[config.mk]
export PLATFORM = sky130hd
export DESIGN_NAME = at_response_parser_core_flat
export DESIGN_NICKNAME = d
export VERILOG_FILES = /design/src/atrp_pkg.sv /design/src/atrp_byte_if.sv /design/src/atrp_res_if.sv /design/src/atrp_apb_regs.sv /design/src/atrp_parse.sv /design/src/at_response_parser_core.sv /design/src/flat_wrapper.sv
export SDC_FILE = /design/constraint.sdc
export NUM_CORES = 1
export LEC_CHECK = 0
export ABC_AREA = 1
export BUFFER_PORTS_ARGS = -buffer_cell sky130_fd_sc_hd__buf_2
export CAP_MARGIN = 20
export CORE_AREA = 8 8 153 126
export CTS_BUF_LIST = sky130_fd_sc_hd__clkbuf_8
export CTS_CLUSTER_DIAMETER = 100
export DETAILED_ROUTE_END_ITERATION = 7
export DIE_AREA = 0 0 161 134
export SLEW_MARGIN = 20
export SYNTH_ARGS = -nofsm -noshare
export SYNTH_HDL_FRONTEND = slang
export SYNTH_SLANG_ARGS = --single-unit
[constraint.sdc]
create_clock -name i_clk -period 9.2 [get_ports i_clk]
set_input_delay 1.38 -clock i_clk [delete_from_list [all_inputs] [get_ports i_clk]]
set_output_delay 1.38 -clock i_clk [all_outputs]
set_load 0.005 [all_outputs]
[src/atrp_pkg.sv]
// Shared types, constants and word tables for the AT response parser.
package atrp_pkg;

    localparam int INDEX_BITS = 16;
    localparam int LEN_BITS   = 16;
    localparam int ADDR_BITS  = 3;

    localparam logic [7:0] END_BYTE   = 8'd255;
    localparam logic [7:0] CH_COMMA   = 8'h2C;
    localparam logic [7:0] CH_COLON   = 8'h3A;
    localparam logic [7:0] CH_ZERO    = 8'h30;
    localparam logic [7:0] CH_O       = 8'h4F;
    localparam logic [7:0] CH_K       = 8'h4B;
    localparam logic [7:0] CH_A       = 8'h41;
    localparam logic [7:0] CH_L       = 8'h4C;
    localparam logic [7:0] CH_R       = 8'h52;
    localparam logic [7:0] CH_C       = 8'h43;
    localparam logic [7:0] CH_N       = 8'h4E;
    localparam logic [7:0] CH_E       = 8'h45;
    localparam logic [LEN_BITS-1:0] LEN_TEN = LEN_BITS'(10);

    localparam logic [ADDR_BITS-3:0] REG_ACCEPT_ACK = '0;

    typedef enum logic [1:0] {
        W_NONE   = 2'd0,
        W_OK     = 2'd1,
        W_ALR    = 2'd2,
        W_CONNEC = 2'd3
    } t_word;

    typedef enum logic [1:0] {
        DEC_NONE   = 2'd0,
        DEC_HEADER = 2'd1,
        DEC_ACK    = 2'd2
    } t_decision;

    typedef struct packed {
        logic                success;
        logic [LEN_BITS-1:0] data_length;
        logic [LEN_BITS-1:0] data_start;
        logic                got_header;
    } t_result;

    function automatic logic [2:0] word_len(input t_word w);
        case (w)
            W_OK:     word_len = 3'd2;
            W_ALR:    word_len = 3'd3;
            W_CONNEC: word_len = 3'd6;
            default:  word_len = 3'd0;
        endcase
    endfunction

    function automatic logic [7:0] word_char(input t_word w, input logic [2:0] p);
        logic [7:0] c;
        c = 8'd0;
        case (w)
            W_OK: begin
                case (p)
                    3'd0:    c = CH_O;
                    3'd1:    c = CH_K;
                    default: c = 8'd0;
                endcase
            end
            W_ALR: begin
                case (p)
                    3'd0:    c = CH_A;
                    3'd1:    c = CH_L;
                    3'd2:    c = CH_R;
                    default: c = 8'd0;
                endcase
            end
            W_CONNEC: begin
                case (p)
                    3'd0:    c = CH_C;
                    3'd1:    c = CH_O;
                    3'd2:    c = CH_N;
                    3'd3:    c = CH_N;
                    3'd4:    c = CH_E;
                    3'd5:    c = CH_C;
                    default: c = 8'd0;
                endcase
            end
            default: c = 8'd0;
        endcase
        return c;
    endfunction

    function automatic t_word word_start(input logic [7:0] b);
        t_word w;
        w = W_NONE;
        if (b == CH_O) w = W_OK;
        else if (b == CH_A) w = W_ALR;
        else if (b == CH_C) w = W_CONNEC;
        return w;
    endfunction

endpackage

[src/atrp_byte_if.sv]
// Handshake channel carrying one received byte per word.
interface atrp_byte_if;
    logic       valid;
    logic       ready;
    logic [7:0] rx_byte;

    modport source (output valid, output rx_byte, input ready);
    modport sink (input valid, input rx_byte, output ready);
endinterface

[src/atrp_res_if.sv]
// Handshake channel carrying one parse result per word.
interface atrp_res_if;
    logic        valid;
    logic        ready;
    logic        success;
    logic [15:0] data_length;
    logic [15:0] data_start;
    logic        got_header;

    modport source (output valid, output success, output data_length,
                    output data_start, output got_header, input ready);
    modport sink (input valid, input success, input data_length,
                  input data_start, input got_header, output ready);
endinterface

[src/atrp_apb_regs.sv]
// APB configuration register bank of the AT response parser.
module atrp_apb_regs (
    input  logic                          i_clk,
    input  logic                          i_rst_n,
    input  logic                          i_psel,
    input  logic                          i_penable,
    input  logic                          i_pwrite,
    input  logic [atrp_pkg::ADDR_BITS-1:0] i_paddr,
    input  logic [31:0]                   i_pwdata,
    output logic [31:0]                   o_prdata,
    output logic                          o_pready,
    output logic                          o_accept_ack
);
    import atrp_pkg::*;

    logic r_accept_ack;
    logic n_accept_ack;
    logic hit;

    assign hit      = (i_paddr[ADDR_BITS-1:2] == REG_ACCEPT_ACK);
    assign o_pready = 1'b1;

    always_comb begin
        n_accept_ack = r_accept_ack;
        if (i_psel && i_penable && i_pwrite && hit) begin
            n_accept_ack = i_pwdata[0];
        end
    end

    always_ff @(posedge i_clk) begin
        if (!i_rst_n) begin
            r_accept_ack <= 1'b0;
        end else begin
            r_accept_ack <= n_accept_ack;
        end
    end

    assign o_prdata     = hit ? {31'd0, r_accept_ack} : 32'd0;
    assign o_accept_ack = r_accept_ack;

endmodule

[src/atrp_parse.sv]
// Byte input register, message parse state and result register.
module atrp_parse (
    input  logic        i_clk,
    input  logic        i_rst_n,
    input  logic        i_accept_ack,
    atrp_byte_if.sink   i_rx,
    atrp_res_if.source  o_res
);
    import atrp_pkg::*;

    logic                  r_in_valid;
    logic [7:0]            r_byte;
    logic [INDEX_BITS-1:0] r_pos;
    logic [2:0]            r_prog;
    t_word                 r_word;
    logic                  r_in_len;
    logic [LEN_BITS-1:0]   r_len;
    logic [LEN_BITS-1:0]   r_start;
    t_decision             r_decided;
    logic                  r_out_valid;
    t_result               r_res;

    logic [INDEX_BITS-1:0] n_pos;
    logic [2:0]            n_prog;
    t_word                 n_word;
    logic                  n_in_len;
    logic [LEN_BITS-1:0]   n_len;
    logic [LEN_BITS-1:0]   n_start;
    t_decision             n_decided;
    t_result               n_res;

    logic                  is_end;
    logic                  advance;
    logic                  in_ready;
    logic [INDEX_BITS-1:0] pos_inc;

    assign is_end   = (r_byte == END_BYTE);
    assign advance  = r_in_valid && (!is_end || !r_out_valid || o_res.ready);
    assign in_ready = !r_in_valid || advance;
    assign pos_inc  = r_pos + 1'b1;

    always_comb begin
        n_pos     = r_pos;
        n_prog    = r_prog;
        n_word    = r_word;
        n_in_len  = r_in_len;
        n_len     = r_len;
        n_start   = r_start;
        n_decided = r_decided;
        n_res     = r_res;
        if (is_end) begin
            n_res.success     = (r_decided != DEC_NONE);
            n_res.got_header  = (r_decided == DEC_HEADER);
            n_res.data_length = (r_decided == DEC_HEADER) ? r_len : '0;
            n_res.data_start  = (r_decided == DEC_HEADER) ? r_start : '0;
            n_pos     = '0;
            n_prog    = 3'd0;
            n_word    = W_NONE;
            n_in_len  = 1'b0;
            n_len     = '0;
            n_start   = '0;
            n_decided = DEC_NONE;
        end else begin
            n_pos = pos_inc;
            if (r_decided == DEC_NONE) begin
                if (r_in_len) begin
                    if (r_byte == CH_COLON) begin
                        n_start   = LEN_BITS'(pos_inc);
                        n_in_len  = 1'b0;
                        n_decided = DEC_HEADER;
                    end else begin
                        n_len = r_len * LEN_TEN + {{(LEN_BITS-8){1'b0}}, r_byte}
                                - {{(LEN_BITS-8){1'b0}}, CH_ZERO};
                    end
                end else if (r_byte == CH_COMMA) begin
                    n_in_len = 1'b1;
                    n_len    = '0;
                    n_word   = W_NONE;
                    n_prog   = 3'd0;
                end else begin
                    if (r_word != W_NONE && r_prog < word_len(r_word)
                        && r_byte == word_char(r_word, r_prog)) begin
                        n_prog = r_prog + 3'd1;
                    end else if (r_word == W_CONNEC && r_prog == 3'd2
                                 && r_byte == CH_K) begin
                        n_word = W_OK;
                        n_prog = 3'd2;
                    end else begin
                        n_word = word_start(r_byte);
                        n_prog = (n_word != W_NONE) ? 3'd1 : 3'd0;
                    end
                    if (n_word != W_NONE && n_prog == word_len(n_word)) begin
                        if (i_accept_ack) begin
                            n_decided = DEC_ACK;
                            n_word    = W_NONE;
                            n_prog    = 3'd0;
                        end else begin
                            n_word = word_start(r_byte);
                            n_prog = (n_word != W_NONE) ? 3'd1 : 3'd0;
                        end
                    end
                end
            end
        end
    end

    always_ff @(posedge i_clk) begin
        if (!i_rst_n) begin
            r_in_valid  <= 1'b0;
            r_out_valid <= 1'b0;
            r_pos       <= '0;
            r_prog      <= 3'd0;
            r_word      <= W_NONE;
            r_in_len    <= 1'b0;
            r_len       <= '0;
            r_start     <= '0;
            r_decided   <= DEC_NONE;
        end else begin
            if (in_ready) begin
                r_in_valid <= i_rx.valid;
            end
            if (advance) begin
                r_pos     <= n_pos;
                r_prog    <= n_prog;
                r_word    <= n_word;
                r_in_len  <= n_in_len;
                r_len     <= n_len;
                r_start   <= n_start;
                r_decided <= n_decided;
            end
            if (advance && is_end) begin
                r_out_valid <= 1'b1;
            end else if (o_res.ready) begin
                r_out_valid <= 1'b0;
            end
        end
    end

    always_ff @(posedge i_clk) begin
        if (in_ready && i_rx.valid) begin
            r_byte <= i_rx.rx_byte;
        end
        if (advance && is_end) begin
            r_res <= n_res;
        end
    end

    assign i_rx.ready        = in_ready;
    assign o_res.valid       = r_out_valid;
    assign o_res.success     = r_res.success;
    assign o_res.data_length = r_res.data_length;
    assign o_res.data_start  = r_res.data_start;
    assign o_res.got_header  = r_res.got_header;

    a_end_clears: assert property (@(posedge i_clk) disable iff (!i_rst_n)
        advance && is_end |=> r_pos == '0 && r_decided == DEC_NONE && !r_in_len)
        else $error("message state not cleared after end byte");

    a_len_undecided: assert property (@(posedge i_clk) disable iff (!i_rst_n)
        r_in_len |-> r_decided == DEC_NONE)
        else $error("length field open after a decision");

    a_prog_bound: assert property (@(posedge i_clk) disable iff (!i_rst_n)
        (r_word != W_NONE && r_prog < word_len(r_word))
        || (r_word == W_NONE && r_prog == 3'd0))
        else $error("match progress out of range");

    a_header_success: assert property (@(posedge i_clk) disable iff (!i_rst_n)
        r_out_valid && r_res.got_header |-> r_res.success)
        else $error("header result without success");

endmodule

[src/at_response_parser_core.sv]
// Top level of the AT response parser.
// Usage:
//   i_rx carries modem reply bytes, one per word; the byte 255 closes a
//   message (receive timeout). Each closed message yields exactly one word
//   on o_res: success, data_length, data_start and got_header. Other bytes
//   yield nothing. A comma opens a decimal length field ended by a colon;
//   with accept_ack set, OK, ALR or CONNEC also give success.
//   The APB port holds accept_ack at address 0; write it only while idle.
// Timing:
//   One byte is taken every cycle unless an end byte waits for o_res. A
//   byte is registered in the input register, then updates the parse
//   state; an end byte loads the result register and raises o_res.valid.
// Reset and stall:
//   Synchronous active-low reset clears the parse state, both valid flags
//   and accept_ack. While o_res is stalled, ordinary bytes keep flowing; an
//   end byte waits in the input register until the result register frees.
module at_response_parser_core (
    input  logic                          i_clk,
    input  logic                          i_rst_n,
    atrp_byte_if.sink                     i_rx,
    atrp_res_if.source                    o_res,
    input  logic                          i_psel,
    input  logic                          i_penable,
    input  logic                          i_pwrite,
    input  logic [atrp_pkg::ADDR_BITS-1:0] i_paddr,
    input  logic [31:0]                   i_pwdata,
    output logic [31:0]                   o_prdata,
    output logic                          o_pready
);
    import atrp_pkg::*;

    logic accept_ack;

    atrp_apb_regs u_regs (
        .i_clk        (i_clk),
        .i_rst_n      (i_rst_n),
        .i_psel       (i_psel),
        .i_penable    (i_penable),
        .i_pwrite     (i_pwrite),
        .i_paddr      (i_paddr),
        .i_pwdata     (i_pwdata),
        .o_prdata     (o_prdata),
        .o_pready     (o_pready),
        .o_accept_ack (accept_ack)
    );

    atrp_parse u_parse (
        .i_clk        (i_clk),
        .i_rst_n      (i_rst_n),
        .i_accept_ack (accept_ack),
        .i_rx         (i_rx),
        .o_res        (o_res)
    );

endmodule
[src/flat_wrapper.sv]
// flat-port wrapper written by rule: the top's interface ports become plain ports
module at_response_parser_core_flat import atrp_pkg::*;
  (i_clk, i_rst_n, i_psel, i_penable, i_pwrite, i_paddr, i_pwdata, o_prdata, o_pready, i_rx_valid, i_rx_rx_byte, i_rx_ready, o_res_valid, o_res_success, o_res_data_length, o_res_data_start, o_res_got_header, o_res_ready);
  atrp_byte_if i_rx_i ();
  atrp_res_if o_res_i ();
  input  logic i_clk;
  input  logic i_rst_n;
  input  logic i_psel;
  input  logic i_penable;
  input  logic i_pwrite;
  input  logic [atrp_pkg::ADDR_BITS-1:0] i_paddr;
  input  logic [31:0] i_pwdata;
  output logic [31:0] o_prdata;
  output logic o_pready;
  input wire logic [$bits(i_rx_i.valid)-1:0] i_rx_valid;
  input wire logic [$bits(i_rx_i.rx_byte)-1:0] i_rx_rx_byte;
  output wire logic [$bits(i_rx_i.ready)-1:0] i_rx_ready;
  output wire logic [$bits(o_res_i.valid)-1:0] o_res_valid;
  output wire logic [$bits(o_res_i.success)-1:0] o_res_success;
  output wire logic [$bits(o_res_i.data_length)-1:0] o_res_data_length;
  output wire logic [$bits(o_res_i.data_start)-1:0] o_res_data_start;
  output wire logic [$bits(o_res_i.got_header)-1:0] o_res_got_header;
  input wire logic [$bits(o_res_i.ready)-1:0] o_res_ready;
  assign i_rx_i.valid = i_rx_valid;
  assign i_rx_i.rx_byte = i_rx_rx_byte;
  assign i_rx_ready = i_rx_i.ready;
  assign o_res_valid = o_res_i.valid;
  assign o_res_success = o_res_i.success;
  assign o_res_data_length = o_res_i.data_length;
  assign o_res_data_start = o_res_i.data_start;
  assign o_res_got_header = o_res_i.got_header;
  assign o_res_i.ready = o_res_ready;
  at_response_parser_core u_core (.i_clk(i_clk), .i_rst_n(i_rst_n), .i_rx(i_rx_i), .o_res(o_res_i), .i_psel(i_psel), .i_penable(i_penable), .i_pwrite(i_pwrite), .i_paddr(i_paddr), .i_pwdata(i_pwdata), .o_prdata(o_prdata), .o_pready(o_pready));
endmodule
# Yosys cells after proc, flatten, opt, wreduce, memory -nomap -nowiden
# Cells that the tools add are included.
[word_totals]
register_bits = 101
n_memories = 0
ramBits = 0
mem_bits_ro = 0
out_inout_bits = 69
inputBits = 50
latchBits = 0
word_cells = 170
[classes]
magnitude_cmp = 1
mux = 84
shifts = 0
div_mod_pow = 0
n_addsub = 4
n_eq_ne = 25
bitwise = 1
reduce_logical = 39
mul = 1
[ops]
columns = ["op", "n"]
rows = [
  ["$mux 16", 10],
  ["$mux 2", 35],
  ["$mux 3", 18],
  ["$eq 8x7->1 const B", 4],
  ["$mux 8", 4],
  ["$pmux 7 s4", 1],
  ["$pmux 8 s3", 1],
  ["$pmux 7 s3", 1],
  ["$pmux 3 s3", 2],
  ["$reduce_bool 2->1", 9],
  ["$add 16x1->16 const B", 1],
  ["$add 16x8->16", 1],
  ["$eq 8x6->1 const B", 2],
  ["$mul 16x3->15 const B", 1],
  ["$sub 16x6->16 const B", 1],
  ["$pmux 7 s2", 1],
  ["$logic_and 1x1->1", 11],
  ["$mux 1", 11],
  ["$reduce_bool 3->1", 3],
  ["$eq 2x2->1 const B", 4],
  ["$eq 8x8->1", 1],
  ["$eq 8x8->1 const B", 1],
  ["$reduce_and 4->1", 2],
  ["$eq 2x1->1 const B", 3],
  ["other kinds (18)", 27],
]

# Longest topological paths before layout
# Gate-level depths: netlist of the first run.
[logic_depth]
ltp_word = 42
ltp_mapped = 22
mapped_depth_nobuf = 22

# Hierarchy
# From an unflattened synthesis of the first run, not the netlist that was laid out.
[unflattened]
hier_cells = 828
area_unflattened_um2 = 6407.4
[modules_own_cells]
columns = ["mod", "n_inst", "cells_each", "area_per_inst_um2", "seq_area_each_um2"]
rows = [
  ["atrp_parse", 1, 782, 6093.3, 2422.3],
  ["atrp_apb_regs", 1, 46, 314.1, 20.0],
]

# Worst setup path before layout of the first run
# Ideal clock, no wire load.
[synth_path]
path_type = "register to register"
from = "reg u_core.u_parse.r_len[3]"
to = "reg u_core.u_parse.r_len[12]"
setup_time_ns = 0.132
arrival_ns = 3.264
t_required_ns = 9.068
stages_incl_launch_ff = 18
n_path_buf = 0
slack_ns = 5.803
synth_period_minus_slack_ns = 3.397
path_cell_list = "dfxtp_1 -> ha_1 -> ha_1 -> inv_1 -> o31ai_1 -> xor2_1 -> ha_1 -> inv_1 -> ha_1 -> inv_1 -> nor3_1 -> a21oi_1 -> or2_2 -> nand2_1 -> a21oi_1 -> or2_2 -> nand3_1 -> a21oi_1"
[synth_between]
elab_chain_len = 7
[synth_rtl]
columns = ["item", "line", "source"]
rows = [
  ["from (decl)", "atrp_parse.sv:17", "logic [LEN_BITS-1:0] r_len;"],
  ["from (signal assigned)", "atrp_parse.sv:127", "r_len <= n_len;"],
  ["$mul 16x3->15", "atrp_parse.sv:72", "n_len = r_len * LEN_TEN + {{(LEN_BITS-8){1'b0}}, r_byte}"],
  ["$add 16x8->16", "atrp_parse.sv:72", ""],
  ["$sub 16x6->16", "atrp_parse.sv:73", "- {{(LEN_BITS-8){1'b0}}, CH_ZERO};"],
  ["$mux 16", "atrp_parse.sv:67", "if (r_byte == CH_COLON) begin"],
  ["$mux 16", "atrp_parse.sv:66", "if (r_in_len) begin"],
  ["$mux 16", "atrp_parse.sv:65", "if (r_decided == DEC_NONE) begin"],
  ["$mux 16", "atrp_parse.sv:51", "if (is_end) begin"],
]
# No other way between the ends. The select of a mux whose other input is x is not followed.
# A chain may end at the register's enable or synchronous reset.

# Final worst setup path of the first run
[layout_path]
from = "reg u_core.u_parse.r_len[3]"
to = "reg u_core.u_parse.r_len[15]"
# Same word-level chain as after synthesis.

==> results of run 1 <==
## flip-flops by register name, summed over array words and instances, names as in the netlist, 2 cells and up
signal and count:
u_core.u_parse.r_byte 8, u_core.u_parse.r_word 2, u_core.u_parse.r_len 16, u_core.u_parse.r_prog 3, u_core.u_parse.r_decided 2, u_core.u_parse.o_res.data_start 16, u_core.u_parse.o_res.data_length 16, u_core.u_parse.r_pos 16
u_core.u_parse.r_start 16
## final timing paths
check	start	cells past startpoint	slack [ns]	end
max reg2reg	u_core.u_parse.r_len[3]$_SDFFE_PN0P_	18	5.14	u_core.u_parse.r_len[15]$_SDFFE_PN0P_
max	u_core.u_parse.r_len[3]$_SDFFE_PN0P_	18	5.14	u_core.u_parse.r_len[15]$_SDFFE_PN0P_
min reg2reg	u_core.u_parse.r_start[2]$_SDFFE_PN0P_	2	0.46	u_core.u_parse.r_start[2]$_SDFFE_PN0P_
min	u_core.u_parse.r_start[2]$_SDFFE_PN0P_	2	0.46	u_core.u_parse.r_start[2]$_SDFFE_PN0P_
## power breakdown
group	leakage (nW)	internal, mW	switching [mW]
sequential	0.855	0.471	0.00857
combinational	2.11	0.0229	0.0474
clock	0.0908	0.0999	0.162
## final cells by class
cell class	count	share of cell area [%]
multi-input cells	601	47.89
clock inverters	7	0.6882
flip-flops and latches	101	34.45
well taps	225	3.970
clock buffers	9	1.747
inverters	140	7.411
repair buffers	54	3.847
## per-layer routing
metal | track usage (%) | up-vias | share of wire (%)
met5 | 0 | - | 0.080
met4 | 4.261 | 2 | 1.1
met3 | 3.430 | 12 | 4.6
met2 | 22.32 | 109 | 45
met1 | 18.53 | 2469 | 49
li1 | - | 2880 | -
## Yosys cell counts, drive strengths merged, types with 6 or more instances
cell and number:
or2 6, nand3 61, ha 50, edfxtp 42, xnor2 6, clkbuf 14
nor2 99, a21oi 85, inv 138, nor3 8, a211oi 8, dfxtp 59
buf 36, nand2 142, xor2 10, o21ai 49
## logic make-up (layout without fill, tap and decap cells)
logic type | count (synthesis) | after routing
AO/OA/AOI/OAI | 171 | 171
other | 2 | 32
AND/OR/NAND/NOR | 330 | 330
flip-flops | 101 | 101
adder cells (fa/ha/maj) | 52 | 52
buffers and inverters | 190 | 210
XOR/XNOR | 16 | 16
## worst reg2reg max path, cell delays in order, from the launching register on
cell,delay [ns]
dfxtp_1,0.43
ha_1,0.27
ha_1,0.33
inv_1,0.08
o31ai_1,0.57
xor2_1,0.17
ha_1,0.32
inv_1,0.04
ha_1,0.32
nand2_1,0.08
nor3_1,0.14
a21oi_1,0.11
or2_2,0.29
nand2_1,0.06
a21oi_1,0.11
o31ai_1,0.28
or2_2,0.16
nand3_1,0.07
a21oi_1,0.14
==> metrics.md, run 1 <==
| Metric | Value |
|---|---|
| Outcome | finished, final reports clean |
| Commonest cells after routing, fill and taps aside | 134 x nand2_1, 127 x inv_1, 89 x nor2_1, 83 x a21oi_1, 59 x dfxtp_1 |
| CP arrival | 4.36 ns |
| Clock Skew | 0.009928 ns |
| Setup CP Type | flop to flop |
| Synth Area in Adders | 10.10% |
| DRT iter0 DRCs | 337 |
| Worst skew pair latency | 0.38 ns |
| Async set-or-reset flop fraction in the synthesized netlist | 0% |
| XOR/XNOR Fraction of Synth Area | 2.126% |
| Synth Warn # | 0 |
| Die W | 161 µm |
| Starting Density | 39.02% |
| Hold WS | 0.4596 ns |
| Sequential element share of the synthesized area | 37.05% |
| Setup ws final | 5.144 ns |
| Routed Wire Length | 14.92 mm |
| DP Wirelength | 11.37 mm |
| CP bufs+invs | 2 |
| Worst relative slew slack | 36.89% |
| Die height | 134 µm |
| Post-synth EDFFs | 42 |
| TNS Setup | 0 ns |
| Synthesized area per cell | 7.647 µm² |
| Crit-path cells | ha_1 > ha_1 > inv_1 > o31ai_1 > xor2_1 > ha_1 > inv_1 > ha_1 > nand2_1 > nor3_1 > a21oi_1 > or2_2 > nand2_1 > a21oi_1 > o31ai_1 > or2_2 > nand3_1 > a21oi_1 |
| Root buffer cell | clkbuf_8 |
| Power density relative to cell area | 114.6 nW/µm² |
| Final Power | 0.8122 mW |
| Synth Register Bits | 101 |
| Fillers | 1796 |
| Largest area contributor in the netlist | edfxtp_1 |
| Antenna Cells | 0 |
| Worst Tran Pin Value | 0.9423 ns |
| Static leakage | 3.059 nW |
| Synth Area in Compound Gates | 14.73% |
| Per-cell routed wire length | 13.13 µm |
| Final min period | 4.056 ns |
| Storage element area | 2442 µm² |
| Critical Path Start Type | flop |
| Most used cell along the critical path | ha_1 |
| Global Route Usage Sum | 14.04% |
| GRT overflow | 0 |
| Share of cells above drive strength 1 | 12.72% |
| Drt drc | 0 |
| CTS Sinks | 101 |
| Required @ worst endpoint | 9.50 ns |
| Final Cell Area | 7091 µm² |
| Routed Antenna Nets | 0 |
| Final setup viols | 0 |
| Ports | 119 |
| Peak supply drop | 0.00006313 V |
| Max Root-Sink Buffers | 2 |
| Max FO, Critical Path | 4 |
| Fin util | 41.97% |
| Largest family of logic cells by synthesized area | simple AND/OR/NAND/NOR gates |
| Layout Nets | 1009 |
| Pre-CTS setup slack | 5.236 ns |
| Site Rows | 43 |
| Cells after Synth | 862 |
| Via count | 5472 |
| Portion of netlist area occupied by mux cells | 0% |
| Area added between synthesis and finish | 7.574% |
| Vias in the first global route | 5082 |
| Final Wtd Congestion | 0.8431 |
| # Post-CTS Setup Buffers | 0 |
| Fmax | 246.6 MHz |
| Htree depth | 3 |
| Synth top area share | 19.13% |
| Slew Limit Fails | 0 |
| Dpl cells | 1121 |
| Max_cap viols | 0 |
| Main area contributors after synthesis | edfxtp_1 19%, dfxtp_1 18%, ha_1 9.5% |
| Crit path max-delay family | adder cells |
| Total CTS buffers | 9 |
| Multi-input gate area | 3396 µm² |
| Synthesized cell area | 6591 µm² |
| Ys flop type | dfxtp_1 |
| Via/cell ratio | 4.813 |
| First-pass GRT wire length | 24.84 mm |
| Post_cts resized | 0 |
| Fin cells | 1137 |
| Commonest non-fill, non-tap cell in the layout | nand2_1 |
| TritonCTS clock tree | done |
| Cell area after placement | 6918 µm² |
| Final Hold Viols | 0 |
| RSZ-0062 raised after global routing | no |
| Core area | 16890 µm² |
| Reg clk slew, reported paths | 0.10 ns |
| Final cycle utilization of the critical path | 44.09% |
| IO Port Bufs | 53 |
| DIE AREA | 21570 µm² |
| Largest net degree at the start of global routing | 38 |
| Yosys cell types | 49 |
| CP max stage delay | 0.57 ns |
| Hold buffers post-CTS | 0 |
| Crit. End Element | flop |
| Hold crit path type | flop to flop |
| Slowest CP cell | o31ai_1 |
| Simple-gate share of the synthesized area | 22.74% |
| DR pass1 iterations | 5 |
| Antenna violations before repair | 1 |
Power figures use the tool's default switching activity.
==> inputs of run 2 (changes only) <==
ABC_AREA = 0   (was 1)
CORE_AREA = 8 8 150 124   (was 8 8 153 126)
DIE_AREA = 0 0 158 132   (was 0 0 161 134)
clock period = 3.45 ns   (was 9.2 ns; I/O delays follow)
==> run 2 against run 1 <==
Maximum frequency is 11% higher. Worst hold slack got worse by 0.14 ns. Sequential share of layout area is 2.7 points lower. Critical path type unchanged. The flow now finishes with violations (setup timing). Power increased to 2.7 times the previous value. Flip-flop and latch count did not move. Utilization up 5.8 points. Synthesized cell count is 17% lower. Clock power increased to 2.7 times the previous value. Register-to-register slack worse by 5.3 ns. Combinational power grew to 3.0 times the previous value. Via count down 4.2%.
==> metrics.md, run 2 <==
| Metric | Value |
|---|---|
| Crit path max-delay family | compound AO/OA/AOI/OAI gates |
| Async set-or-reset flop fraction in the synthesized netlist | 0% |
| Via/cell ratio | 5.018 |
| Final cycle utilization of the critical path | 106.0% |
| DIE AREA | 20860 µm² |
| Fmax | 273.6 MHz |
| Peak supply drop | 0.0001968 V |
| Post-synth EDFFs | 42 |
| CP arrival | 3.93 ns |
| DR pass1 iterations | 5 |
| Setup ws final | -0.2054 ns |
| Most numerous cell in the Yosys netlist | nor2_1 |
| Dpl cells | 1021 |
| Total CTS buffers | 9 |
| Pre-CTS setup slack | -0.4124 ns |
| Final min period | 3.655 ns |
| Slew Limit Fails | 0 |
| Post-synth top cells | 66 x nor2_1, 59 x dfxtp_1, 58 x a21oi_1 |
| Share of cells above drive strength 1 | 24.97% |
| DRT iter0 DRCs | 345 |
| Hold Crit Start | i_rx_rx_byte[2] |
| Die height | 132 µm |
| GRT overflow | 0 |
| Crit-path cells | ha_4 > ha_1 > a21o_1 > a21oi_2 > o21a_1 > o31ai_4 > or2_4 > xor2_4 > inv_2 > ha_4 > nand2_2 > nor2_1 > nand3_1 > and3_4 > a311oi_2 > xnor2_1 > mux2i_1 > a31o_2 |
| Violated checks | setup timing |
| TNS Setup | -0.2054 ns |
| Cells after Synth | 713 |
| Synth Warn # | 0 |
| RSZ-0062 raised after global routing | yes |
| Per-cell routed wire length | 14.33 µm |
| CTS Sinks | 101 |
| Area added between synthesis and finish | 21.80% |
| Vias in the first global route | 4858 |
| Power density relative to cell area | 282.1 nW/µm² |
| Max_cap viols | 0 |
| Fin util | 47.77% |
| Die W | 158 µm |
| Synthesized cell area | 6349 µm² |
| Hold buffers post-CTS | 0 |
| Routed Wire Length | 14.98 mm |
| Antenna violations before repair | 0 |
| Antenna Cells | 0 |
| Worst Tran Pin Value | 0.6698 ns |
| Via count | 5244 |
| Fin cells | 1045 |
| Max FO, Critical Path | 4 |
| Outcome | complete, but fails checks |
| Final Cell Area | 7732 µm² |
| DP Wirelength | 11.20 mm |
| Slowest CP cell | dfxtp_4 |
| Synthesized area per cell | 8.904 µm² |
| Routed Antenna Nets | 0 |
| Clock Skew | 0.01380 ns |
| Final setup viols | 1 |
| Site Rows | 42 |
| Commonest cells after routing, fill and taps aside | 71 x buf_4, 63 x nor2_1, 54 x dfxtp_1, 53 x buf_2, 52 x a21oi_1 |
| Htree depth | 3 |
| Required @ worst endpoint | 3.73 ns |
| Hold WS | 0.3207 ns |
| Max Root-Sink Buffers | 2 |
| Root buffer cell | clkbuf_8 |
| Crit. End Element | flop |
| Worst R2R Start | u_core.u_parse.r_len[2]$_SDFFE_PN0P_ |
| TritonCTS clock tree | done |
| Reg clk slew, reported paths | 0.10 ns |
| Final Wtd Congestion | 0.8240 |
| CP max stage delay | 0.38 ns |
| Setup CP Type | flop to flop |
| CP bufs+invs | 1 |
| Core area | 16190 µm² |
| Final Hold Viols | 0 |
| Fillers | 1624 |
| Static leakage | 3.216 nW |
| Worst relative slew slack | 54.94% |
| Starting Density | 39.22% |
| Worst skew pair latency | 0.37 ns |
| Ports | 119 |
| Critical Path Start Type | flop |
| Sequential element share of the synthesized area | 38.47% |
| Largest net degree at the start of global routing | 52 |
| Global Route Usage Sum | 14.16% |
| Critical Path Start | u_core.u_parse.r_len[2]$_SDFFE_PN0P_ |
| Largest area contributor in the netlist | edfxtp_1 |
| Main area contributors after synthesis | edfxtp_1 20%, dfxtp_1 19%, ha_1 9.9% |
| Layout Nets | 922 |
| Hold crit path type | input port to flop |
| Synth top area share | 19.87% |
| Most used cell along the critical path | ha_4 |
| Synth Register Bits | 101 |
| Cell area after placement | 7178 µm² |
| First-pass GRT wire length | 24.23 mm |
| Drt drc | 0 |
| IO Port Bufs | 53 |
| Commonest non-fill, non-tap cell in the layout | buf_4 |
| Final Power | 2.181 mW |
| Ys flop type | dfxtp_1 |
| Yosys cell types | 71 |
-- run 2: changes by cell type after synthesis, sizes merged, moves of 13 or more --
| cell | previous run | this run |
|---|---|---|
| inv | 138 | 43 |
| nand2 | 142 | 52 |
| nand3 | 61 | 22 |
| and2 | 1 | 37 |
| nor2 | 99 | 66 |
| a21oi | 85 | 58 |
| o21ai | 49 | 31 |
| xnor2 | 6 | 19 |
-- run 2: layout make-up --
type | instances | area (µm²) | area share (%)
multi-input cells | 537 | 3814 | 49.32
inverters | 44 | 165.2 | 2.136
well taps | 220 | 275.3 | 3.560
repair buffers | 127 | 840.8 | 10.87
clock inverters | 7 | 62.56 | 0.8091
flip-flops and latches | 101 | 2451 | 31.70
clock buffers | 9 | 123.9 | 1.602
-- run 2: power by group --
part	switching, mW	internal [mW]	leakage [nW]
Clock	0.433	0.272	0.0940
Combinational	0.122	0.0915	2.23
Sequential	0.0174	1.24	0.895
-- run 2: logic make-up after synthesis --
group           Yosys count  share of synthesized area, %
simple gates            265                         21.46
flops                   101                         38.47
xor+xnor                 35                         4.828
buf+inv                 105                         8.770
mux                       6                        0.9657
other cells               2                        0.1183
compound gates          147                         14.90
fa+ha+maj                52                         10.48
-- run 2: final timing paths --
kind | end | slack (ns) | depth (start not counted)
worst min register to register | u_core.u_parse.r_start[10]$_SDFFE_PN0P_ | 0.45 | 2
worst max register to register | u_core.u_parse.r_len[15]$_SDFFE_PN0P_ | -0.21 | 18
worst max-delay path | u_core.u_parse.r_len[15]$_SDFFE_PN0P_ | -0.21 | 18
worst min-delay path | u_core.u_parse.r_byte[2]$_DFFE_PP_ | 0.32 | 1
-- run 2: timing repair --
item / in CTS / in global routing
pin swaps: 30 / 30
setup endpoints to repair: 5 / 7
hold endpoints to repair: 0 / 0
gates cloned: 0 / 0
gates resized for setup: 34 / 33
buffers inserted: 9 / 2
-- run 2: routing by layer --
metal	routed length, µm	track usage (%)	vias to the layer above
li1	-	-	2660
met2	6344	20.77	134
met4	116	2.720	0
met3	916	3.211	9
met1	7601	20.75	2441
met5	0	0	-
